[src/hno_pkg.sv]
// Shared types, constants and command codes of the heightfield normal/occlusion unit.
// No dependencies; imported by hno_ctrl, hno_dpath and the top level.
package hno_pkg;

  localparam int MAX_COLS    = 1024;
  localparam int MAX_ROWS    = 4096;
  localparam int HEIGHT_BITS = 16;
  localparam int WIN_DEPTH   = 2 * MAX_COLS + 3;
  localparam int WIN_AW      = $clog2(WIN_DEPTH);
  localparam int ADDR_W      = 4;

  // magnitude, square and divider widths
  localparam int MAG_W  = 25;
  localparam int SQ_W   = 2 * MAG_W;
  localparam int LEN_W  = 52;
  localparam int ROOT_W = 26;
  localparam int NUM_W  = 42;
  localparam int REM_W  = ROOT_W + 1;
  localparam int SUM_W  = 19;

  localparam logic [MAG_W-1:0] Y_MAG   = MAG_W'(1) << (HEIGHT_BITS + 1);
  localparam logic [LEN_W-1:0] Y_SQ    = LEN_W'(1) << (2 * (HEIGHT_BITS + 1));
  localparam logic [LEN_W-1:0] SQ_BIT0 = LEN_W'(1) << (LEN_W - 2);
  localparam logic [NUM_W-1:0] COMP_SAT = NUM_W'(32767);
  localparam logic [NUM_W-1:0] OCC_SAT  = NUM_W'(65535);
  localparam logic [ROOT_W-1:0] OCC_DEN = ROOT_W'(14);
  localparam logic [NUM_W-1:0] OCC_BIAS = NUM_W'(7);

  // input op codes
  localparam logic OP_PUSH  = 1'b0;
  localparam logic OP_DRAIN = 1'b1;

  // register indexes
  localparam logic [1:0] REG_COLS  = 2'd0;
  localparam logic [1:0] REG_ROWS  = 2'd1;
  localparam logic [1:0] REG_SCALE = 2'd2;

  // neighbor read order
  localparam logic [3:0] NB_C  = 4'd0;
  localparam logic [3:0] NB_W  = 4'd1;
  localparam logic [3:0] NB_E  = 4'd2;
  localparam logic [3:0] NB_N  = 4'd3;
  localparam logic [3:0] NB_S  = 4'd4;
  localparam logic [3:0] NB_NW = 4'd5;
  localparam logic [3:0] NB_NE = 4'd6;
  localparam logic [3:0] NB_SW = 4'd7;
  localparam logic [3:0] NB_SE = 4'd8;

  // divider jobs
  localparam logic [1:0] DIV_X   = 2'd0;
  localparam logic [1:0] DIV_Y   = 2'd1;
  localparam logic [1:0] DIV_Z   = 2'd2;
  localparam logic [1:0] DIV_OCC = 2'd3;

  // sequencer phase lengths
  localparam logic [5:0] READ_END = 6'd9;
  localparam logic [5:0] MUL_END  = 6'd3;
  localparam logic [5:0] SQRT_END = 6'(LEN_W / 2);
  localparam logic [5:0] DIV_END  = 6'(NUM_W + 1);

  typedef struct packed {
    logic        op;
    logic [15:0] sample_height;
  } in_item_t;

  typedef struct packed {
    logic [11:0]        vertex_row;
    logic [9:0]         vertex_col;
    logic signed [15:0] normal_x;
    logic [14:0]        normal_y;
    logic signed [15:0] normal_z;
    logic [15:0]        occlusion;
    logic               last_vertex;
  } out_item_t;

  typedef struct packed {
    logic       rd_en;
    logic [3:0] rd_sel;
    logic       cap_en;
    logic [3:0] cap_sel;
    logic       mul_en;
    logic [1:0] mul_step;
    logic       sqrt_init;
    logic       sqrt_step;
    logic       div_init;
    logic       div_step;
    logic       div_store;
    logic [1:0] div_sel;
    logic       load_out;
  } ctrl_cmd_t;

  typedef struct packed {
    logic emit_req;
    logic out_full;
  } dp_status_t;

endpackage

[src/hno_ctrl.sv]
// Sequencer of the heightfield normal/occlusion unit: one-hot phase machine.
// Depends on hno_pkg; drives the datapath through ctrl_cmd_t.
module hno_ctrl (
  input  logic                clk_i,
  input  logic                rst_ni,
  input  logic                in_acc_i,
  input  hno_pkg::dp_status_t st_i,
  output hno_pkg::ctrl_cmd_t  cmd_o,
  output logic                idle_o
);
  import hno_pkg::*;

  typedef enum logic [5:0] {
    ST_IDLE = 6'b000001,
    ST_READ = 6'b000010,
    ST_MUL  = 6'b000100,
    ST_SQRT = 6'b001000,
    ST_DIV  = 6'b010000,
    ST_OUT  = 6'b100000
  } ctrl_state_e;

  ctrl_state_e state_q, state_d;
  logic [5:0]  cnt_q, cnt_d;
  logic [1:0]  dsel_q, dsel_d;

  always_comb begin
    state_d       = state_q;
    cnt_d         = cnt_q;
    dsel_d        = dsel_q;
    cmd_o         = '0;
    cmd_o.rd_sel  = cnt_q[3:0];
    cmd_o.cap_sel = cnt_q[3:0] - 4'd1;
    cmd_o.mul_step = cnt_q[1:0];
    cmd_o.div_sel = dsel_q;
    unique case (state_q)
      ST_IDLE: begin
        if (in_acc_i && st_i.emit_req) begin
          state_d = ST_READ;
          cnt_d   = '0;
        end
      end
      ST_READ: begin
        cmd_o.rd_en  = (cnt_q < READ_END);
        cmd_o.cap_en = (cnt_q != '0);
        if (cnt_q == READ_END) begin
          state_d = ST_MUL;
          cnt_d   = '0;
        end else begin
          cnt_d = cnt_q + 6'd1;
        end
      end
      ST_MUL: begin
        cmd_o.mul_en = 1'b1;
        if (cnt_q == MUL_END) begin
          state_d = ST_SQRT;
          cnt_d   = '0;
        end else begin
          cnt_d = cnt_q + 6'd1;
        end
      end
      ST_SQRT: begin
        cmd_o.sqrt_init = (cnt_q == '0);
        cmd_o.sqrt_step = (cnt_q != '0);
        if (cnt_q == SQRT_END) begin
          state_d = ST_DIV;
          cnt_d   = '0;
          dsel_d  = DIV_X;
        end else begin
          cnt_d = cnt_q + 6'd1;
        end
      end
      ST_DIV: begin
        cmd_o.div_init  = (cnt_q == '0);
        cmd_o.div_step  = (cnt_q != '0) && (cnt_q < DIV_END);
        cmd_o.div_store = (cnt_q == DIV_END);
        if (cnt_q == DIV_END) begin
          cnt_d = '0;
          if (dsel_q == DIV_OCC) begin
            state_d = ST_OUT;
          end else begin
            dsel_d = dsel_q + 2'd1;
          end
        end else begin
          cnt_d = cnt_q + 6'd1;
        end
      end
      ST_OUT: begin
        if (!st_i.out_full) begin
          cmd_o.load_out = 1'b1;
          state_d        = ST_IDLE;
        end
      end
      default: state_d = ST_IDLE;
    endcase
  end

  always_ff @(posedge clk_i or negedge rst_ni) begin
    if (!rst_ni) begin
      state_q <= ST_IDLE;
      cnt_q   <= '0;
      dsel_q  <= DIV_X;
    end else begin
      state_q <= state_d;
      cnt_q   <= cnt_d;
      dsel_q  <= dsel_d;
    end
  end

  assign idle_o = (state_q == ST_IDLE);

endmodule

[config.mk]
export PLATFORM = sky130hd
export DESIGN_NAME = hno_ctrl
export DESIGN_NICKNAME = d
export VERILOG_FILES = /design/src/hno_pkg.sv /design/src/hno_ctrl.sv
export SDC_FILE = /design/constraint.sdc
export NUM_CORES = 1
export LEC_CHECK = 0
export BUFFER_PORTS_ARGS = -buffer_cell sky130_fd_sc_hd__buf_2
export CAP_MARGIN = 20
export CELL_PAD_IN_SITES_DETAIL_PLACEMENT = 0
export CELL_PAD_IN_SITES_GLOBAL_PLACEMENT = 1
export CORE_MARGIN = 3
export CORE_UTILIZATION = 39
export DETAILED_ROUTE_END_ITERATION = 6
export PLACE_DENSITY_LB_ADDON = 0.1
export SYNTH_ARGS = -nofsm -noshare
export SYNTH_HDL_FRONTEND = slang
export SYNTH_SLANG_ARGS = --single-unit
[constraint.sdc]
create_clock -name clk_i -period 2.5 [get_ports clk_i]
set_input_delay 0 -clock clk_i [delete_from_list [all_inputs] [get_ports clk_i]]
set_output_delay 0 -clock clk_i [all_outputs]
set_load 0.005 [all_outputs]
==> results.json, run 1 <==
{
  "power_switching_mw": 0.4601,
  "overflow": 0,
  "yosysWarnings": 0,
  "area_growth_pct": 14.59,
  "finalSetupViolations": 0,
  "avgSynthCellArea_um2": 9.138,
  "syn_nets": 134,
  "cts_buffer_depth": 2,
  "cts.repair.resized": 0,
  "worst_hold_path_type": "in -> reg",
  "firstDrtPassIters": 4,
  "tns_ns": 0,
  "fin_crit_ns": 2.251,
  "cp_num_buf_inv": 1,
  "rows": 18,
  "critical_path_class": "reg -> reg",
  "finClkSkew_ns": 0.001260,
  "crit_path_end_kind": "flip-flop",
  "placed_cell_area_um2": 1231,
  "htreeDepth": 1,
  "cts_setup_buffers": 0,
  "rsz0062_at_grt": "false",
  "final_core_util_pct": 49.32,
  "place_congestion": 0.7806,
  "die-width_um": 59.47,
  "drv_cap": 0,
  "finalInstanceArea_um2": 1277,
  "vias": 972,
  "grt_max_degree": 15,
  "drtAntennaViolNets": 0,
  "synth_edf_count": 0,
  "peakVddDrop_v": 0.0004196,
  "start_util_pct": 43.04,
  "gr-usage-all-layers_pct": 15.77,
  "synth-seq-cells": 14,
  "numPlacedInstances": 170,
  "max_stage_delay_ns": 0.48,
  "fillers": 254,
  "avgRoutedWirePerCell_um": 14.51,
  "power.static_leakage_nw": 0.6424,
  "diodes": 0,
  "core-area_um2": 2590,
  "die_y_um": 59.47,
  "combPwrFrac_pct": 53.6,
  "worstSkewPairLatency_ns": 0.28,
  "fin_crit_sh_pct": 90.04,
  "io_buffers": 26,
  "numClockSinks": 14,
  "crit_required_ns": 2.67,
  "grt_pass1_vias": 894,
  "drv_slew": 0,
  "async_flop_share_pct": 100.0,
  "tightest_slew_ns": 0.5314,
  "synthCells": 122,
  "slew_headroom_pct": 64.46,
  "drcViolationCount": 0,
  "antenna_found_initial": 0,
  "critPathTopFamily": "simple AND/OR/NAND/NOR gates",
  "grt_pass1_wl_mm": 4.174,
  "cts_made_buffers": 3,
  "dpl_worst_slack_ns": 0.2392,
  "drive_above_1_share_pct": 28.97,
  "synth_area_um2": 1115,
  "outcome": "finished clean",
  "synthDistinctLibCells": 47,
  "viasPerCell": 5.554,
  "fmax_mhz": 444.2,
  "cts_tree": "built",
  "cellPowerDensity_nw_per_um2": 847.4,
  "drt-total-wl_mm": 2.539,
  "p_int_mw": 0.6224,
  "clkTransAtPathRegs_ns": 0.09,
  "final-instance-count-excl-fill": 175,
  "fin_hold_ws_ns": 0.03651,
  "ios": 27,
  "p_sw_share_pct": 42.51,
  "dp_hpwl_mm": 2.012,
  "ys.flop_type": "dfrtp_1",
  "final.setup.worst_slack_ns": 0.2490,
  "seq_power_share_pct": 31.0,
  "crit_path_start_kind": "flip-flop",
  "die_area_um2": 3536,
  "slowest_stage": "dfrtp_1",
  "worstPathArrival_ns": 2.42,
  "seq_area_frac_synth_pct": 31.54,
  "path_max_fanout": 9,
  "clock-root-buffer": "clkbuf_4",
  "clockPowerShare_pct": 15.4,
  "crit_chain": "inv_1 -> ha_1 -> or4b_1 -> a2bb2oi_2 -> nand2_1 -> a221o_1",
  "power_mw": 1.083,
  "fin_nets": 158,
  "drt_iter0_markers": 13,
  "finalHoldViolCount": 0
}
## kinds of logic (layout without fill, tap and decap cells)
group / after synthesis / count (layout) / synth area share [%]
flops: 14 / 14 / 31.54
simple gates: 51 / 51 / 29.41
mux: 1 / 1 / 1.010
fa+ha+maj: 7 / 7 / 7.856
buf+inv: 18 / 41 / 8.979
xor+xnor: 5 / 5 / 3.928
compound gates: 26 / 26 / 17.29
## routing by layer
| metal | part of all wire [%] | vias to the layer above | GRT usage (%) |
|---|---|---|---|
| met2 | 49 | 19 | 26.83 |
| met4 | 1.1 | 0 | 4.854 |
| met1 | 44 | 465 | 19.41 |
| met3 | 5.1 | 4 | 3.922 |
| li1 | - | 484 | - |
| met5 | 0 | - | 0 |
## cell usage after synthesis (2+ instances only)
| cell type | instances | area share [%] |
|---|---|---|
| nand3b_1 | 2 | 1.3 |
| nor2_1 | 9 | 3.0 |
| xor2_1 | 4 | 3.1 |
| a221o_1 | 2 | 1.8 |
| a22o_1 | 3 | 2.4 |
| o21ai_0 | 7 | 3.1 |
| dfrtp_1 | 13 | 29 |
| nor2b_1 | 4 | 2.2 |
| ha_1 | 7 | 7.9 |
| a21o_1 | 2 | 1.3 |
| nand3_1 | 6 | 2.7 |
| buf_4 | 8 | 5.4 |
| buf_2 | 2 | 0.90 |
| nor4_1 | 3 | 1.7 |
| nand2_1 | 7 | 2.4 |
| nand2b_1 | 5 | 2.8 |
| inv_1 | 7 | 2.4 |
| a21oi_1 | 2 | 0.90 |
## worst reg2reg max path, delay by kind of cell (launching register included)
kind                       cells  cell delay (ns)
buffers and inverters          1             0.16
and+or+nand+nor                2             0.68
DFF                            1             0.48
adders and majority gates      1             0.15
AOI/OAI and AO/OA              2             0.67
## flip-flops by register name, summed over array words and instances (netlist names)
| register | count |
|---|---|
| state_q | 6 |
| dsel_q | 2 |
| cnt_q | 6 |
## final cells by class
class	instances	area (um2)	share of cell area, %
clock buffers	4	36.28	2.840
well taps	30	37.54	2.938
flip-flops and latches	14	351.6	27.52
multi-input cells	90	663.1	51.91
repair buffers	30	162.7	12.73
inverters	7	26.28	2.057
## final timing paths
path	slack, ns	to	from	cells after the start
worst max-delay path	0.25	cnt_q[3]	cnt_q[0]	6
worst min-delay path	0.04	state_q[5]	st_i[0]	3
worst max register to register	0.25	cnt_q[3]	cnt_q[0]	6
worst min register to register	0.56	dsel_q[1]	dsel_q[1]	2
max in group asynchronous	2.08	state_q[0]	rst_ni	2
min in group asynchronous	0.13	state_q[1]	rst_ni	2
## cell usage in the layout, fill, tap and decap left out, drive strengths merged, types with 3 or more instances in the layout
master,Yosys,final
buf,10,29
dfrtp,13,13
nor2,9,9
nand2,8,8
inv,7,7
o21ai,7,7
ha,7,7
nand3,6,6
nand2b,5,5
nor2b,4,4
xor2,4,4
clkbuf,1,4
nor4,3,3
a22o,3,3
## power by group through the flow
stage	Combinational, mW	Clock, mW	Sequential, mW
global placement	0.590	0	0.335
CTS	0.592	0.171	0.336
finish	0.580	0.167	0.335
global route	0.647	0.184	0.343
detailed placement	0.586	0	0.339
floorplan	0.441	0	0.319
## what timing repair did
item,4_1_cts,5_1_grt
hold endpoints to repair,14,0
hold buffers,1,0
endpoints found under the setup margin,0,0
Note: power is estimated with default switching activity, not from simulation.
==> inputs of run 2 (changes only) <==
==> constraint.sdc (replaced) <==
create_clock -name clk_i -period 2.5 [get_ports clk_i]
set_input_delay 0.125 -clock clk_i [delete_from_list [all_inputs] [get_ports clk_i]]
set_output_delay 0.125 -clock clk_i [all_outputs]
set_load 0.005 [all_outputs]
==> run 2 against run 1 <==
First-iteration DRC count is 110% higher. Largest cell class unchanged. Critical path depth is 2 lower. Routed wire length is 2.5% higher.
==> results.json, run 2 (synthesis results as in run 1) <==
{
  "die-width_um": 59.47,
  "clock-root-buffer": "clkbuf_4",
  "cts_buffer_depth": 2,
  "dp_hpwl_mm": 2.063,
  "finalSetupViolations": 0,
  "finalHoldViolCount": 0,
  "largestRegisters": "cnt_q: 6 flops, state_q: 6 flops, dsel_q: 2 flops",
  "cts_setup_buffers": 0,
  "finClkSkew_ns": 0.006129,
  "power.static_leakage_nw": 0.6425,
  "drcViolationCount": 0,
  "gr-usage-all-layers_pct": 16.39,
  "antenna_found_initial": 0,
  "outcome": "finished clean",
  "finalInstanceArea_um2": 1279,
  "overflow": 0,
  "htreeDepth": 1,
  "drv_cap": 0,
  "rows": 18,
  "fin_crit_ns": 2.408,
  "viasPerCell": 5.571,
  "critical_path_class": "reg -> out",
  "path_depth": 4,
  "slew_headroom_pct": 67.37,
  "crit_chain": "or4_1 -> or2_1 -> a2111oi_1 -> buf_2",
  "drt_iter0_markers": 27,
  "placed_cell_area_um2": 1231,
  "cp_num_buf_inv": 1,
  "numPlacedInstances": 170,
  "grt_max_degree": 15,
  "cellPowerDensity_nw_per_um2": 846.7,
  "cts_made_buffers": 3,
  "drive_above_1_share_pct": 28.97,
  "tightest_slew_ns": 0.4879,
  "crit_required_ns": 2.38,
  "crit_path_end_kind": "primary output",
  "core-area_um2": 2590,
  "vias": 975,
  "firstDrtPassIters": 4,
  "startpoint": "state_q[3]",
  "drtAntennaViolNets": 0,
  "endpoint": "cmd_o[20]",
  "final-instance-count-excl-fill": 175,
  "drv_slew": 0,
  "die_y_um": 59.47,
  "fin_crit_sh_pct": 96.31,
  "io_buffers": 26,
  "start_util_pct": 43.04,
  "final_common_cell": "buf_2",
  "fmax_mhz": 415.3,
  "r2r_start": "cnt_q[0]",
  "worst_hold_path_type": "in -> reg",
  "worstSkewPairLatency_ns": 0.28,
  "timing.rr.end": "cnt_q[2]",
  "numClockSinks": 14,
  "ios": 27,
  "grt_pass1_wl_mm": 4.429,
  "avgRoutedWirePerCell_um": 14.87,
  "area_growth_pct": 14.70,
  "worstRegToRegCells": 6,
  "clkTransAtPathRegs_ns": 0.09,
  "diodes": 0,
  "cts_tree": "built",
  "path_max_fanout": 7,
  "die_area_um2": 3536,
  "drt-total-wl_mm": 2.603,
  "critPathTopFamily": "simple AND/OR/NAND/NOR gates",
  "place_congestion": 0.7705,
  "layout_common_cells": "buf_2 (26), dfrtp_1 (13), nor2_1 (9)",
  "max_stage_delay_ns": 0.60,
  "fin_nets": 158,
  "r2r_setup_slack_ns": 0.25,
  "crit_path_start_kind": "flip-flop",
  "grt_pass1_vias": 927,
  "worstPathArrival_ns": 2.28,
  "peakVddDrop_v": 0.0005755,
  "slowest_stage": "or4_1"
}
[run 2: cell counts in the layout (fill, tap and decap cells not counted)]
No cell type changed its count.
[run 2: what timing repair did]
action | in CTS | in global routing
hold buffers | 1 | 0
gates resized for setup | 0 | 1
endpoints found under the hold margin | 13 | 0
setup endpoints to repair | 0 | 1
[run 2: layout make-up]
cell class	count	area (um2)
Multi-Input combinational cell	90	664.4
Tap cell	30	37.54
Clock buffer	4	36.28
Sequential cell	14	351.6
Fill cell	254	1311
Timing Repair Buffer	30	162.7
Inverter	7	26.28
[run 2: how the worst min path moves through the flow]
stage | start | to | slack, ns | cells after the start
after floorplan | rst_ni | cnt_q[0] | -0.17 | 0
after global placement | rst_ni | state_q[1] | 0.04 | 1
after detailed placement | rst_ni | state_q[2] | 0.05 | 1
after CTS | st_i[0] | state_q[5] | 0.16 | 3
after global routing | st_i[0] | state_q[5] | 0.19 | 3
final | st_i[0] | state_q[5] | 0.16 | 3
[run 2: report_power, final]
part / switching, mW / total (mW) / internal, mW
sequential: 0.0651 / 0.336 / 0.271
clock: 0.0737 / 0.162 / 0.0886
combinational: 0.321 / 0.585 / 0.264
total: 0.459 / 1.08 / 0.623
[run 2: tightest hold or removal path: cells and delay by family]
kind / cells / cell delay [ns]
buffers and inverters: 1 / 0.09
AND/OR/NAND/NOR: 1 / 0.10
AO/OA/AOI/OAI: 1 / 0.09
[run 2: metrics by stage]
stage | util (%) | total power, mW | TNS, ns | hold slack, ns | worst slack, ns
detailed placement | 47.54 | 0.9250 | 0 | 0.04598 | 0.2598
global route | 49.37 | 1.188 | -0.07575 | 0.1943 | -0.07575
finish | 49.37 | 1.083 | 0 | 0.1614 | 0.09231
CTS | 49.32 | 1.096 | 0 | 0.1582 | 0.06477
floorplan | - | 0.7599 | 0 | -0.1706 | 0.4425
global placement | 47.54 | 0.9254 | 0 | 0.04092 | 0.3328
[run 2: metal layers]
layer / vias up / GRT usage, % / routed length [um]
met5: - / 0 / 0
met4: 0 / 2.913 / 13
met3: 2 / 4.575 / 146
met2: 28 / 28.08 / 1312
met1: 464 / 20.56 / 1131
li1: 481 / - / -
